File: config.mk
export PLATFORM = sky130hd
export DESIGN_NAME = tps_gap_unit
export DESIGN_NICKNAME = d
export VERILOG_FILES = /design/src/hdl/tps_pkg.sv /design/src/hdl/tps_gap_unit.sv
export SDC_FILE = /design/constraint.sdc
export NUM_CORES = 2
export LEC_CHECK = 0
export ABC_AREA = 1
export BUFFER_PORTS_ARGS = -buffer_cell sky130_fd_sc_hd__buf_2
export CAP_MARGIN = 10
export CORE_ASPECT_RATIO = 0.75
export CORE_MARGIN = 1.5
export CORE_UTILIZATION = 50
export DETAILED_ROUTE_END_ITERATION = 8
export GPL_ROUTABILITY_DRIVEN = 0
export GPL_TIMING_DRIVEN = 1
export PLACE_DENSITY = 0.76
export SLEW_MARGIN = 20
export SYNTH_ARGS = -nofsm -noshare
export SYNTH_HDL_FRONTEND = slang
export SYNTH_SLANG_ARGS = --single-unit
File: constraint.sdc
create_clock -name clk_i -period 20.8 [get_ports clk_i]
set_input_delay 0 -clock clk_i [delete_from_list [all_inputs] [get_ports clk_i]]
set_output_delay 0 -clock clk_i [all_outputs]
set_load 0.02 [all_outputs]
File: src/hdl/tps_pkg.sv
// ----------------------------------------------------------------------------
// tps_pkg
// Shared widths, codes and types of the trajectory pivot selector.
// ----------------------------------------------------------------------------
package tps_pkg;

  localparam int MAX_POINTS = 256;
  localparam int IDX_BITS   = $clog2(MAX_POINTS);
  localparam int CNT_BITS   = IDX_BITS + 1;
  localparam int MAX_PIVOTS = 16;
  localparam int K_BITS     = 5;
  localparam int COORD_BITS = 24;
  localparam int DIFF_BITS  = COORD_BITS + 1;
  localparam int GAP_BITS   = 2 * DIFF_BITS + 1;
  localparam int POS_BITS   = 8;
  localparam int PT_BITS    = 2 * COORD_BITS;

  localparam logic [1:0] FAULT_OK   = 2'd0;
  localparam logic [1:0] FAULT_FEW  = 2'd1;
  localparam logic [1:0] FAULT_MANY = 2'd2;

  typedef struct packed {
    logic load;   // capture |dx|, |dy| against the previous point, advance it
    logic sq_x;   // acc = dx * dx
    logic sq_y;   // acc = acc + dy * dy
  } gap_ctrl_t;

endpackage

File: src/hdl/tps_gap_unit.sv
// ----------------------------------------------------------------------------
// tps_gap_unit
// Squared distance to the previous point, one shared squarer over two steps.
// ----------------------------------------------------------------------------
module tps_gap_unit import tps_pkg::*; (
  input  logic                         clk_i,
  input  logic                         rst_ni,
  input  gap_ctrl_t                    ctrl_i,
  input  logic signed [COORD_BITS-1:0] cur_x_i,
  input  logic signed [COORD_BITS-1:0] cur_y_i,
  output logic [GAP_BITS-1:0]          gap_o
);

  logic signed [COORD_BITS-1:0] prev_x_q, prev_y_q;
  logic [DIFF_BITS-1:0] dx_q, dy_q, dx_d, dy_d, op;
  logic signed [DIFF_BITS-1:0] sx, sy;
  logic [2*DIFF_BITS-1:0] prod;
  logic [GAP_BITS-1:0] acc_q;

  assign sx   = DIFF_BITS'(cur_x_i) - DIFF_BITS'(prev_x_q);
  assign sy   = DIFF_BITS'(cur_y_i) - DIFF_BITS'(prev_y_q);
  assign dx_d = sx[DIFF_BITS-1] ? DIFF_BITS'(-sx) : DIFF_BITS'(sx);
  assign dy_d = sy[DIFF_BITS-1] ? DIFF_BITS'(-sy) : DIFF_BITS'(sy);
  assign op   = ctrl_i.sq_x ? dx_q : dy_q;
  assign prod = op * op;

  always_ff @(posedge clk_i or negedge rst_ni) begin
    if (!rst_ni) begin
      prev_x_q <= '0;
      prev_y_q <= '0;
    end else if (ctrl_i.load) begin
      prev_x_q <= cur_x_i;
      prev_y_q <= cur_y_i;
    end
  end

  always_ff @(posedge clk_i) begin
    if (ctrl_i.load) begin
      dx_q <= dx_d;
      dy_q <= dy_d;
    end
    if (ctrl_i.sq_x) begin
      acc_q <= GAP_BITS'(prod);
    end else if (ctrl_i.sq_y) begin
      acc_q <= acc_q + GAP_BITS'(prod);
    end
  end

  assign gap_o = acc_q;

endmodule

Word level (Yosys, flattened, before mapping)
Index checks and enable logic that the tools add are counted.
{"block": "word_totals", "regBits": 149, "inputBits": 53, "output_inout_bits": 51, "wordCells": 20}
{"block": "op_classes", "add_sub_neg": 5, "mul": 1, "n_mux": 5, "reduce_logical": 1}
{"operator": "2-to-1 mux 50 bit", "count": 2}
{"operator": "adder 51 x 50 -> 51 bit", "count": 1}
{"operator": "multiplier 25 x 25 -> 50 bit", "count": 1}
{"operator": "negator 25 bit", "count": 2}
{"operator": "subtractor 24 x 24 -> 25 bit", "count": 2}
{"operator": "2-to-1 mux 24 bit", "count": 2}
{"operator": "2-to-1 mux 25 bit", "count": 1}
{"operator": "nonzero test 2 bit", "count": 1}

Longest topological paths before layout
{"block": "logic_depth", "depth_word": 5, "depth_mapped": 47, "mapped_depth_nobuf": 45}

Worst setup path after synthesis
Ideal clock, no wire load.
{"block": "synth_timing", "path_type": "input -> register", "from": "input ctrl_i[1] (netlist name)", "to": "register acc_q[45], in the netlist gap_o[45], data pin", "arrival_time_ps": 7752, "setup_slack_ps": 12796, "stages": 41, "n_path_buf": 3, "cell_sequence": "buf_2 -> inv_1 -> clkbuf_1 -> or2_2 -> o21ai_1 -> clkbuf_1 -> nor2_1 -> fa_1 -> inv_1 -> fa_1 -> fa_1 -> fa_1 -> inv_1 -> fa_1 -> fa_1 -> inv_1 -> fa_1 -> inv_1 -> [5 not listed] -> a21oi_1 -> nand2_1 -> nand2_1 -> nand2_1 -> or2_2 -> and2_1 -> ha_1 -> nand2_1 -> nor2_1 -> inv_1 -> nor2_1 -> inv_1 -> nor4_1 -> nand2_1 -> nand3_1 -> nand2_1 -> nand3_1 -> nand2_1"}
{"block": "synth_between", "elab_chain_len": 5}
{"element": "start: declaration", "line": "tps_gap_unit.sv:8", "rtl": "input gap_ctrl_t ctrl_i,"}
{"element": "2-to-1 mux 25 bit", "line": "tps_gap_unit.sv:24", "rtl": "assign op = ctrl_i.sq_x ? dx_q : dy_q;"}
{"element": "multiplier 25 x 25 -> 50 bit", "line": "tps_gap_unit.sv:25", "rtl": "assign prod = op * op;"}
{"element": "adder 51 x 50 -> 51 bit", "line": "tps_gap_unit.sv:45", "rtl": "acc_q <= acc_q + GAP_BITS'(prod);"}
{"element": "2-to-1 mux 50 bit", "line": "tps_gap_unit.sv:44", "rtl": "end else if (ctrl_i.sq_y) begin"}
{"element": "2-to-1 mux 50 bit *", "line": "tps_gap_unit.sv:42", "rtl": "if (ctrl_i.sq_x) begin"}
{"element": "end signal: assignment", "line": "tps_gap_unit.sv:43", "rtl": "acc_q <= GAP_BITS'(prod);"}
{"element": "end signal: assignment", "line": "tps_gap_unit.sv:45"}
{"element": "end: declaration", "line": "tps_gap_unit.sv:18", "rtl": "logic [GAP_BITS-1:0] acc_q;"}
Mark *: on every way between the ends. The rest lies on a longest branch, timed or not. The select of a mux whose other input is x is not followed.
A chain may end at the register's enable or synchronous reset.

Final worst setup path
{"block": "layout_timing", "from": "register dx_q[1]", "to": "register acc_q[44], in the netlist gap_o[44], data pin"}
{"block": "layout_between", "elab_chain_len": 5}
{"element": "start: declaration", "line": "tps_gap_unit.sv:15", "rtl": "logic [DIFF_BITS-1:0] dx_q, dy_q, dx_d, dy_d, op;"}
{"element": "start signal: assignment", "line": "tps_gap_unit.sv:39", "rtl": "dx_q <= dx_d;"}
{"element": "2-to-1 mux 25 bit *", "line": "tps_gap_unit.sv:24"}
{"element": "multiplier 25 x 25 -> 50 bit *", "line": "tps_gap_unit.sv:25"}
{"element": "adder 51 x 50 -> 51 bit", "line": "tps_gap_unit.sv:45"}
{"element": "2-to-1 mux 50 bit", "line": "tps_gap_unit.sv:44"}
{"element": "2-to-1 mux 50 bit *", "line": "tps_gap_unit.sv:42"}
Marks and branches as above.

==> metrics <==
count of final hold-check violations=0; post-synth top area share=0.289; Top Metal Used=met4; detailed placement HPWL=75200 µm; initial core utilization=0.508; cell area after synthesis=0.0324 mm²; routed vias/inst=5.32; Initial DRT Pass Iterations=7; H-tree Lvls=4; r2r startpoint=dx_q[1]; Synth Register Bits=149; outcome=complete, no violations; IO Count=104; Synth Flop Type=edfxtp_1; cts bufs inserted=17; fin area=0.0351 mm²; WL per Instance=16.7 µm; setup bufs post-CTS=0; Layout Cells excl Fill=5486; achievable clock frequency=101 MHz; row count=80; nets@finish=5416; post-synthesis net count=5281; clk_skew=0.0130 ns; Worst EP arrival=10.14 ns; via count=29200; Setup CP Type=flip-flop to flip-flop; reg2reg end=gap_o[44]; Core ar.=0.0639 mm²; drt total wl=91800 µm; critical path fanouts, max=15; Ys Warns=0; worst min-delay path category=input port to flip-flop; Max Cap Violations=0; chip height=224 µm; RSZ-0062 raised after global routing=false; setup violators final=0; Hold Crit Depth=3; Clock Latency Late Sink=0.47 ns; Met3 Wirelength=10800 µm; area growth from synthesis to layout=8.18%; reg-to-reg setup timing slack=10.88 ns; startpoint types=flip-flop; Clk pin slew, worst setup/hold paths=0.07 ns; Post-synth EDFFs=100; Final Critical Period=9.92 ns; Worst path slowest cell=inv_1; Final period util=0.477; clock buffer depth=2; syn_area_per_cell=7.25 µm²; first-pass GRT wire length=147000 µm; Post-DRT Antenna Nets=0; met1 WL=38700 µm; Root Driver=clkbuf_16; post-synth top area cell=fa_1; setup_tns=0 ns; ys async rst share=0.322; CTS tree=built; global route overflow=0; placed instance count=5404; proportion of layout cells with a drive suffix above 1=0.0474; Cells after Synth=4477; die area=0.0665 mm²; data required time of the worst path=21.02 ns; # clock sinks=149; relative slew slack=0.354; drc violations=0; initial antenna violation count=0; total track usage=0.279; top post-synthesis cells by area=fa_1 (29%), inv_1 (13%), nand2_1 (12%); ANT cells=0; crit-path leading delay family=adder cells; critical path capture point type=flip-flop; pin count of the biggest net entering global routing=97; die width=297 µm; Worst Tran Pin Value=0.959 ns; CP bufs+invs=8; min-delay src=ctrl_i[2]; end of the worst hold path=prev_y_q[17]; cell count of the worst reg-to-reg path=38; initial DRC count=2676; Placed Instance Area=0.0340 mm²; vias in the first global route=28300; fin. max-slew vios=0; Seq/Total Area, Yosys=0.130; CP max stage delay=0.76 ns; WL met2=39900 µm; Netlist cell types=45; PortBufs=103
-- metrics by stage --
stage / setup slack (ns) / hold WS (ns) / util
3_3_place_gp: 10.18 / 0.138 / 0.532
4_1_cts: 11.25 / 0.127 / 0.550
5_1_grt: 10.44 / 0.193 / 0.550
3_5_place_dp: 10.80 / 0.141 / 0.533
6_report: 10.88 / 0.128 / 0.550
2_1_floorplan: 12.80 / -0.296 / -
-- what timing repair did --
action | 4_1_cts | 5_1_grt
endpoints found under the hold margin | 97 | 0
resized for setup | 0 | 0
setup endpoints to repair | 0 | 0
hold buffers | 50 | 0
-- worst max path at each step --
stage / start / to / slack [ns] / cells past startpoint
global placement: dy_q[8] / gap_o[41] / 10.18 / 37
detailed placement: ctrl_i[1] / gap_o[44] / 10.80 / 41
CTS: dx_q[12] / gap_o[44] / 11.25 / 38
global route: ctrl_i[1] / gap_o[44] / 10.44 / 35
finish: dx_q[1] / gap_o[44] / 10.88 / 38
floorplan: ctrl_i[1] / gap_o[45] / 12.80 / 41
-- worst register-to-register path: cells and delay by family, from the launching register on --
family / cells / cell delay, ns
adders and majority gates: 9 / 4.31
and+or+nand+nor: 16 / 2.72
buffers and inverters: 8 / 1.25
AOI/OAI and AO/OA: 5 / 1.01
DFF: 1 / 0.37
-- logic make-up (layout without fill, tap and decap cells) --
| kind of cell | Yosys count | after routing | synth area share |
|---|---|---|---|
| buf+inv | 1178 | 1326 | 0.137 |
| compound gates | 434 | 434 | 0.0740 |
| flops | 149 | 149 | 0.130 |
| fa+ha+maj | 751 | 751 | 0.398 |
| xor+xnor | 95 | 95 | 0.0262 |
| simple gates | 1870 | 1870 | 0.234 |
-- synth_stat cells, drive strengths merged (2+ instances only) --
| cell type | number |
|---|---|
| a21boi | 10 |
| a21o | 11 |
| a21oi | 167 |
| a31oi | 18 |
| and2 | 13 |
| and3 | 2 |
| buf | 15 |
| clkbuf | 53 |
| clkinv | 11 |
| dfrtp | 48 |
| edfxtp | 100 |
| fa | 468 |
| ha | 283 |
| inv | 1099 |
| nand2 | 1036 |
| nand3 | 202 |
| nand3b | 7 |
| nand4 | 46 |
| nor2 | 495 |
| nor3 | 32 |
| nor4 | 4 |
| o211ai | 3 |
| o21a | 11 |
| o21ai | 183 |
| o21bai | 20 |
| o22ai | 3 |
| o311ai | 3 |
| o31ai | 2 |
| or2 | 32 |
| xnor2 | 24 |
| xor2 | 71 |
-- flip-flops by register name (all words and copies together), names as in the netlist --
register  count
dy_q         25
prev_x_q     24
dx_q         25
prev_y_q     24
gap_o        51
-- routing by layer --
layer / up-vias / GRT usage
met5: - / 0
met4: 0 / 0.0746
met3: 188 / 0.0780
met2: 1474 / 0.428
met1: 13700 / 0.387
li1: 13800 / -
-- cells in the final DEF, fill, tap and decap left out, types with 50 or more instances in the layout --
master            n
ha_1            283
dlygate4sd3_1    50
fa_1            468
a21oi_1         167
edfxtp_1        100
buf_2           101
nand3_1         202
nand2_1        1029
xor2_1           70
inv_1          1099
nor2_1          495
o21ai_0         154
-- area by class of cell --
| class | count | area [µm²] |
|---|---|---|
| well taps | 861 | 1080 |
| repair buffers | 184 | 1260 |
| inverters | 1110 | 4170 |
| fillers | 6004 | 28800 |
| clock inverters | 15 | 166 |
| multi-input cells | 3150 | 23800 |
| flip-flops and latches | 149 | 4220 |
| clock buffers | 17 | 425 |
Power is left out: the tool's default activity adds up to more than one toggle a clock period on the data nets, which glitch-free logic cannot reach.
