### src/hdl/tps_ram.sv
// ----------------------------------------------------------------------------
// tps_ram
// Generic single-write, single-read RAM with registered read data.
// ----------------------------------------------------------------------------
module tps_ram #(
  parameter int WIDTH = 8,
  parameter int DEPTH = 16
) (
  input  logic                     clk_i,
  input  logic                     we_i,
  input  logic [$clog2(DEPTH)-1:0] waddr_i,
  input  logic [WIDTH-1:0]         wdata_i,
  input  logic [$clog2(DEPTH)-1:0] raddr_i,
  output logic [WIDTH-1:0]         rdata_o
);

  logic [WIDTH-1:0] mem_q [DEPTH];

  always_ff @(posedge clk_i) begin
    if (we_i) begin
      mem_q[waddr_i] <= wdata_i;
    end
    rdata_o <= mem_q[raddr_i];
  end

endmodule

### config.mk
export PLATFORM = sky130hd
export DESIGN_NAME = tps_ram
export DESIGN_NICKNAME = d
export VERILOG_FILES = /design/src/hdl/tps_ram.sv
export SDC_FILE = /design/constraint.sdc
export NUM_CORES = 1
export LEC_CHECK = 0
export BUFFER_PORTS_ARGS = -buffer_cell sky130_fd_sc_hd__buf_2
export CAP_MARGIN = 10
export CORE_MARGIN = 3
export CORE_UTILIZATION = 32
export CTS_BUF_LIST = sky130_fd_sc_hd__clkbuf_8
export CTS_CLUSTER_DIAMETER = 200
export DETAILED_ROUTE_END_ITERATION = 8
export GPL_ROUTABILITY_DRIVEN = 0
export MAX_ROUTING_LAYER = met4
export PLACE_DENSITY_LB_ADDON = 0.08
export SLEW_MARGIN = 25
export SYNTH_ARGS = -nofsm -noshare
export SYNTH_HDL_FRONTEND = slang
export SYNTH_SLANG_ARGS = --single-unit
### constraint.sdc
create_clock -name clk_i -period 1.57 [get_ports clk_i]
set_input_delay 0.157 -clock clk_i [delete_from_list [all_inputs] [get_ports clk_i]]
set_output_delay 0.157 -clock clk_i [all_outputs]
set_load 0.03 [all_outputs]
== Word level (Yosys, flattened, before mapping) ==
Memory sizes are Yosys's and may differ from the RTL's. A register that Yosys moved wholly into a read port is not among the register bits.
Index checks and enable logic that the tools add are counted.

* Multiplexer cells: 2

{| class="wikitable"
|+ Operators by type and width
! cell !! count
|-
| 1-bit 2-to-1 mux || 2
|}

* Register bits: 0
* Bits in writable memories: 128
* Input port bits: 18
* Output and inout bits: 8
* Word-level logic and storage cells: 3
* Memories kept: 1

{| class="wikitable"
|+ Memories
! memory !! words !! width !! read ports !! clocked after Yosys merged registers in !! write ports !! RTL line !! RTL
|-
| mem_q || 16 || 8 || 1 || 1 || 1 || 17 || <nowiki>logic [WIDTH-1:0] mem_q [DEPTH];</nowiki>
|}

== Logic depth before layout (Yosys ltp) ==
Gate-level depths: netlist of the first run.

* Word-level depth: 2
* Depth in mapped cells: 5
* Gate-level depth less buffers: 3

== Least setup slack after synthesis of the first run ==
No wires, ideal clock.

* Kind: input to register
* From: in waddr_i[2]
* To: mem mem_q[0][0] (enable)
* Library setup time: 0.383 ns
* Data arrival time: 1.267 ns
* Slack: -0.080 ns
* Cell stages on the path: 2
* Path buffers: 0
* Cells stage by stage: or3b_2 -> nor3_1

{| class="wikitable"
|+ RTL lines
! what !! RTL line !! RTL
|-
| start, declared || 11 || <nowiki>input logic [$clog2(DEPTH)-1:0] waddr_i,</nowiki>
|-
| end, declared || 17 ||
|}

No word-level cell before the write port.

==> impl_metrics.ini, run 1 <==
[worst_setup_path]
path_buf_inv = 0
cpPeakStageDelay_ps = 490
cp.required_ps = 1890
crit_arrival_ps = 1680
reg2reg_from = mem_q[2][1]$_DFFE_PP_
startpoint = mem_q[2][1]$_DFFE_PP_
cp_slowest_cell = mux4_1
critPathKind = register to register
start_kind = register
path_cells = mux4_1 > a22oi_1 > nand2_1
cp_max_fo = 1
path_depth = 3
worst-r2r-setup-slack_ps = 200
cp-end-kind = register
r2r-end = rdata_o[1]$_DFF_P_
cp_top_family = multiplexers
r2r_cells = 3
cp-endpoint = rdata_o[1]$_DFF_P_

[power]
p_leak_nw = 2.02
power.density_mw_per_mm2 = 1150
irDropWorstVdd_uv = 495

[timing]
drv_slew = 0
finalSetupViolations = 0
relSlewSlack_pct = 50.2
fin_crit_sh_pct = 87.0
fin_skew_ps = 7.24
rsz0062_at_grt = false
finalCriticalPeriod_ps = 1370
hold_viol = 0
worst-slew-pin-transition_ps = 745
clock.fmax_mhz = 732

[min_path]
hp-class = primary input to register

[cells_and_area]
final_core_util_pct = 38.8
insertedDiodeCount = 0
drive_gt1_share_pct = 32.9
syn2layout_area_growth_pct = 16.7
num-nets-final = 307
instances_no_fill = 512

[routing]
vias = 2392
ant_nets = 0
drt_iter0_drc = 176
vias_per_cell = 4.67
drcViolationCount = 0
routed_wl_mm = 10.4
dr.pass1.iters = 5
wire_per_inst_um = 20.4

[grt]
gr-usage-met1_pct = 16.6
grt_pass1_vias = 2550
grt_pass1_wl_mm = 16.1
gr-total-overflow = 0
grt_util_met2_pct = 20.4
met3_usage_pct = 3.50
grt_use_total_pct = 13.2
grt_max_degree = 26
antenna_found_initial = 0
top_usage_layer = met2

[clock_tree]
clk_pin_slew_worst_paths_ps = 70
cts_root_buf = clkbuf_8
worstSkewPairLatency_ps = 430
post_cts_resize_count = 0
cts_made_buffers = 17
htree_levels = 4
cts.sinks = 136
cts_tree = built
postCtsSetupBuffers = 0
clk_path_buf_depth = 2
cts_hold_buf = 0

[yosys]
synth_edf_count = 128
async_reset_ff_share_pct = 0
synth.avg_cell_area_um2 = 22.5
synthCells = 229
synth_common_cells = edfxtp_1, mux4_2, a22oi_1
synth_area_mm2 = 0.00515
syn_nets = 247
synth.most_common_cell = edfxtp_1
ys.flop_type = edfxtp_1
ys_seq_area_share_pct = 77.8
ys_top_cells_by_area = edfxtp_1, mux4_2, mux4_1
synth.largest_area_cell = edfxtp_1
ys_seq_elements = 136
synth_cell_types = 19
post-synth-top-area-fraction_pct = 74.7
ys_warn_count = 0

[status]
status = finished clean

[place]
portBuffers = 25
dpl.cell_count = 481
dpl.hpwl_mm = 6.85

[job]
cap_viol_max_count = 0

[floorplanning]
initial_utilization_pct = 33.2
ioPinCount = 26
core_region_area_mm2 = 0.0155
die_height_um = 133
dieArea_mm2 = 0.0176
rows = 45
fp.dieW_um = 133
==> state kept, by name, summed over array words and instances, names as in the netlist <==
register and cells:
mem_q 128, rdata_o 8
==> cells by family after synthesis <==
logic type,after synthesis,share of synthesized area (%)
compound gates,16,2.33
flops,136,77.8
mux,32,15.0
simple gates,35,3.18
buf+inv,10,1.68
==> worst min-delay path by stage <==
stage,startpoint,endpoint,slack [ps],cells past startpoint
3_3_place_gp,wdata_i[6],mem_q[6][6]$_DFFE_PP_,550,1
4_1_cts,wdata_i[6],mem_q[13][6]$_DFFE_PP_,80,1
2_1_floorplan,wdata_i[0],mem_q[0][0]$_DFFE_PP_,260,0
5_1_grt,wdata_i[7],mem_q[13][7]$_DFFE_PP_,100,1
6_report,wdata_i[6],mem_q[13][6]$_DFFE_PP_,110,1
3_5_place_dp,wdata_i[6],mem_q[6][6]$_DFFE_PP_,560,1
==> metrics by stage <==
step	instance area [um2]	total power [mW]	TNS (ps)	setup WS, ps	hold slack (ps)
floorplan	5150	4.41	0	147	256
global placement	5680	4.60	-291	-93.1	552
detailed placement	5680	4.60	-269	-101	563
CTS	6010	7.03	0	201	81.3
global route	6010	7.23	0	139	96.4
finish	6010	6.91	0	204	108
==> power by group <==
part           internal (mW)  switching [mW]
Sequential              4.06          0.0231
Clock                   1.17            1.23
Combinational          0.174           0.258
Total                   5.40            1.51
==> layout make-up <==
type | count | area [um2]
clock buffer | 20 | 275
clock inverter | 11 | 57.6
fill | 1418 | 9480
multi-input combinational | 83 | 1060
sequential | 136 | 4000
tap | 211 | 264
timing repair buffer | 51 | 345
==> cell usage in the layout (no fill, tap or decap) <==
cell / Yosys / layout
nand3b_1: 2 / 2
nor3_2: 0 / 1
inv_1: 0 / 1
nor2b_1: 1 / 1
nor2_1: 13 / 13
clkinv_1: 0 / 2
mux4_1: 14 / 14
clkinv_2: 0 / 6
a22oi_1: 16 / 16
edfxtp_1: 128 / 128
clkinvlp_4: 0 / 1
clkinv_4: 0 / 1
or3b_2: 1 / 1
mux4_2: 18 / 18
nand3_1: 1 / 1
buf_2: 3 / 25
nand2_1: 9 / 9
nand2b_1: 2 / 2
nor3_1: 4 / 3
and2_1: 1 / 1
buf_12: 0 / 2
buf_4: 1 / 24
clkbuf_8: 0 / 20
and2b_1: 1 / 1
dfxtp_1: 8 / 8
==> per-layer routing <==
metal	part of all wire (%)	vias to the layer above
met5	0	-
met4	1.3	0
met3	3.1	8
met2	50	48
met1	45	1244
li1	-	1092
Power figures use the tool's default switching activity.
==> run 2: changes to the inputs <==
==> constraint.sdc (replaced) <==
create_clock -name clk_i -period 1.5 [get_ports clk_i]
set_input_delay 0.15 -clock clk_i [delete_from_list [all_inputs] [get_ports clk_i]]
set_output_delay 0.15 -clock clk_i [all_outputs]
set_load 0.03 [all_outputs]
==> run 2 against run 1 <==
Sequential share of layout area fell by 0.78 points. Critical endpoint is now rdata_o[7]$_DFF_P_. Sequential cell count did not move. Final cell count rose by 0.78%. Largest cell class unchanged.
==> impl_metrics.ini, run 2 (synthesized netlist as in run 1, its figures left out) <==
[status]
status = finished clean

[power]
combPwrFrac_pct = 6.1
p_clk_share_pct = 37.7
intPower_mw = 6.02
power_switching_mw = 1.59
seqPwrFrac_pct = 56.1
irDropWorstVdd_uv = 538
power_mw = 7.60
power.density_mw_per_mm2 = 1250
switching_share_pct = 20.9
p_leak_nw = 2.05

[timing]
rsz0062_at_grt = false
relSlewSlack_pct = 43.3
drv_slew = 0
hold_viol = 0
clock.fmax_mhz = 718
fin_ws_ps = 106
worst-slew-pin-transition_ps = 848
fin_skew_ps = 7.04
finalSetupViolations = 0
fin_crit_sh_pct = 92.9
finalCriticalPeriod_ps = 1390

[clock_tree]
cts_made_buffers = 17
cts.sinks = 136
htree_levels = 4
worstSkewPairLatency_ps = 440
postCtsSetupBuffers = 0
clk_path_buf_depth = 2
cts_root_buf = clkbuf_8
cts_tree = built
clk_pin_slew_worst_paths_ps = 70

[place]
dpl.hpwl_mm = 6.87
dpl.cell_count = 484
portBuffers = 25
dpl-instance-area_mm2 = 0.00570
preCtsSetupSlack_ps = -193

[routing]
vias_per_cell = 4.62
drt_iter0_drc = 217
wire_per_inst_um = 20.4
ant_nets = 0
vias = 2383
dr.pass1.iters = 4
routed_wl_mm = 10.5
drcViolationCount = 0

[cells_and_area]
num-nets-final = 310
stdcell_area_mm2 = 0.00608
final_cell_mix = edfxtp_1, buf_4, buf_2, mux4_2, clkbuf_8
largest_reg_flops = 128
top_register = mem_q
final_common_cell = edfxtp_1
drive_gt1_share_pct = 32.1
final_core_util_pct = 39.3
reg_top3 = mem_q x128, rdata_o x8
syn2layout_area_growth_pct = 18.1
instances_no_fill = 516
insertedDiodeCount = 0

[floorplanning]
ioPinCount = 26
dieArea_mm2 = 0.0176
rows = 45
fp.dieW_um = 133
core_region_area_mm2 = 0.0155
die_height_um = 133
initial_utilization_pct = 33.2

[worst_setup_path]
cp_top_family = multiplexers
path_depth = 3
path_buf_inv = 0
cp-end-kind = register
cp.required_ps = 1830
crit_arrival_ps = 1720
r2r_cells = 3
cpPeakStageDelay_ps = 470
critPathKind = register to register
path_cells = mux4_2 > a22oi_1 > nand2_1
cp_slowest_cell = mux4_2
start_kind = register
cp_max_fo = 1

[grt]
met3_usage_pct = 3.35
grt_util_met2_pct = 20.2
grt_max_degree = 33
gr-usage-met1_pct = 17.6
grt_use_total_pct = 13.5
gr-total-overflow = 0
grt_pass1_wl_mm = 16.5
top_usage_layer = met2
grt_pass1_vias = 2560
antenna_found_initial = 0

[job]
cap_viol_max_count = 0

[min_path]
hp-class = primary input to register
holdPathStages = 1
[run 2: changes by cell type in the layout (fill, tap and decap cells not counted), sizes merged]
cell / change
buf: +3
bufinv: +3
clkbuf: -3
clkinv: +1
clkinvlp: -1
inv: +1
[run 2: final timing paths]
| path | from | end | slack (ps) |
|---|---|---|---|
| setup reg to reg | mem_q[3][7]$_DFFE_PP_ | rdata_o[7]$_DFF_P_ | 110 |
| hold reg to reg | mem_q[14][1]$_DFFE_PP_ | rdata_o[1]$_DFF_P_ | 670 |
| setup / recovery | mem_q[3][7]$_DFFE_PP_ | rdata_o[7]$_DFF_P_ | 110 |
| hold / removal | wdata_i[0] | mem_q[2][0]$_DFFE_PP_ | 100 |
[run 2: what timing repair did]
item                       4_1_cts  5_1_grt
gates resized for setup          0        1
hold buffers                     0        0
setup endpoints to repair        0        1
[run 2: stage by stage]
step / hold slack, ps / TNS, ps
after floorplan: 249 / 0
after global placement: 546 / -801
final: 96.4 / 0
after CTS: 72.0 / 0
after global routing: 87.7 / 0
after detailed placement: 558 / -667
[run 2: final cells by class]
cell class	count	area, um2
clock buffer	17	234
clock inverter	15	143
fill	1400	9400
multi-input combinational	83	1070
sequential	136	4000
tap	211	264
timing repair buffer	54	368
[run 2: worst register-to-register path, cell delays in order, from the launching register on]
cell and delay [ps]:
edfxtp_1 370, mux4_2 470, a22oi_1 350, nand2_1 100
[run 2: metal layers]
metal	share of wire, %	routed length, um	vias to the layer above
li1	-	-	1095
met1	47	4930	1223
met3	3.2	340	20
met5	0	0	-
met2	48	5050	45
met4	2.1	218	0
[run 2: power by group through the flow]
stage	sequential, mW	combinational, mW	clock (mW)
finish	4.27	0.466	2.87
global route	4.28	0.507	3.12
CTS	4.27	0.475	2.96
detailed placement	4.35	0.474	0
global placement	4.35	0.469	0
floorplan	4.40	0.216	0
==> run 3: changes to the inputs <==
--- a/config.mk
+++ b/config.mk
@@ -8,7 +8,7 @@
 export BUFFER_PORTS_ARGS = -buffer_cell sky130_fd_sc_hd__buf_2
 export CAP_MARGIN = 10
 export CORE_MARGIN = 3
-export CORE_UTILIZATION = 32
+export CORE_UTILIZATION = 49
 export CTS_BUF_LIST = sky130_fd_sc_hd__clkbuf_8
 export CTS_CLUSTER_DIAMETER = 200
 export DETAILED_ROUTE_END_ITERATION = 8
==> run 3 against run 2 <==
Wire length down 5.5%. Core utilization up 21 points. Die area down 33%. Sequential cell count unchanged. Clock power up 14%. Global-route usage up 5.6 points. Combinational power down 4.3%. Sequential power about the same. Cell area down 1.3%.
==> impl_metrics.ini, run 3 (synthesized netlist as in run 1, its figures left out) <==
[clock_tree]
clk_pin_slew_worst_paths_ps = 80
cts.sinks = 136
post_cts_resize_count = 0
worstSkewPairLatency_ps = 410
cts_root_buf = clkbuf_8
cts_tree = built
clk_path_buf_depth = 2
cts_made_buffers = 17
postCtsSetupBuffers = 0
cts_hold_buf = 0
htree_levels = 4

[floorplanning]
ioPinCount = 26
die_height_um = 108
rows = 36
initial_utilization_pct = 51.5
fp.dieW_um = 108
dieArea_mm2 = 0.0118
core_region_area_mm2 = 0.0100

[cells_and_area]
reg_top3 = mem_q x128, rdata_o x8
drive_gt1_share_pct = 32.1
final_common_cell = edfxtp_1
top_register = mem_q
num-nets-final = 304
syn2layout_area_growth_pct = 16.6
largest_reg_flops = 128
final_cell_mix = edfxtp_1, buf_2, buf_4, mux4_2, clkbuf_8

[timing]
relSlewSlack_pct = 45.2
fin_skew_ps = 12.3
timing.hold.ws_ps = 123
hold_viol = 0
fin_ws_ps = 158
finalSetupViolations = 0
finalCriticalPeriod_ps = 1340
drv_slew = 0
fin_crit_sh_pct = 89.5
rsz0062_at_grt = false
worst-slew-pin-transition_ps = 821
tns_ps = 0
clock.fmax_mhz = 745

[min_path]
holdPathStages = 1
hold_end = mem_q[14][7]$_DFFE_PP_
hp-class = primary input to register
min_from = wdata_i[7]

[place]
preCtsSetupSlack_ps = -113
portBuffers = 25
dpl.hpwl_mm = 6.23

[job]
cap_viol_max_count = 0

[routing]
dr.pass1.iters = 4
vias_per_cell = 5.63
ant_nets = 0
wire_per_inst_um = 23.0
routed_wl_mm = 9.96
drt_iter0_drc = 172
drcViolationCount = 0
vias = 2436

[worst_setup_path]
cp.required_ps = 1790
cp_max_fo = 1
crit_arrival_ps = 1640
start_kind = register
r2r_cells = 3
reg2reg_from = mem_q[3][4]$_DFFE_PP_
r2r-end = rdata_o[4]$_DFF_P_
cp-end-kind = register
worst-r2r-setup-slack_ps = 160
critPathKind = register to register

[power]
irDropWorstVdd_uv = 510
p_leak_nw = 2.05
power.density_mw_per_mm2 = 1330

[grt]
grt_pass1_vias = 2543
grt_pass1_wl_mm = 15.0
gr-total-overflow = 0
grt_use_total_pct = 19.1
grt_max_degree = 33
antenna_found_initial = 1

[status]
status = finished clean
run 3: cell types whose count changed in the layout (fill, tap and decap cells not counted), sizes merged:
cell / previous run / this run
buf: 54 / 48
clkinv: 10 / 5
bufinv: 3 / 5
clkinvlp: 0 / 2
diode: 0 / 1
inv: 2 / 3
run 3: metrics by stage:
step	utilization, %	area [um2]	cells	power [mW]
floorplan	-	5150	229	4.61
global placement	55.6	5560	400	4.80
detailed placement	55.6	5560	400	4.81
CTS	60.0	6000	432	8.07
global route	60.0	6000	433	8.28
finish	60.0	6000	433	8.00
run 3: power breakdown:
group,internal [mW],switching (mW),leakage (nW)
Sequential,4.24,0.0272,1.22
Combinational,0.178,0.268,0.601
Clock,1.96,1.32,0.227
run 3: final cells by class:
class / instances / area (um2)
diodes: 1 / 2.50
clock buffers: 17 / 234
clock inverters: 15 / 211
fillers: 728 / 4000
multi-input cells: 83 / 1060
flip-flops and latches: 136 / 4000
well taps: 133 / 166
repair buffers: 48 / 323
run 3: how the worst max path moves through the flow:
stage	startpoint	end	slack [ps]	cells after the start
CTS	mem_q[0][4]$_DFFE_PP_	rdata_o[4]$_DFF_P_	130	3
detailed placement	raddr_i[0]	rdata_o[4]$_DFF_P_	-110	5
finish	mem_q[3][4]$_DFFE_PP_	rdata_o[4]$_DFF_P_	160	3
global placement	raddr_i[0]	rdata_o[4]$_DFF_P_	-140	5
floorplan	waddr_i[2]	mem_q[3][0]$_DFFE_PP_	80	2
global route	mem_q[1][1]$_DFFE_PP_	rdata_o[1]$_DFF_P_	80	3
run 3: layer usage:
metal  global-route usage, %  vias to the layer above  wire length [um]
met4                    6.58                        0                44
met3                    4.36                        4               495
met2                    28.8                       69              4970
met1                    26.1                     1273              4450
met5                       -                        -                 0
li1                        -                     1090                 -
run 3: critical path: stages (launching register included):
cell and delay (ps):
edfxtp_1 360, mux4_2 490, a22oi_1 300, nand2_1 90
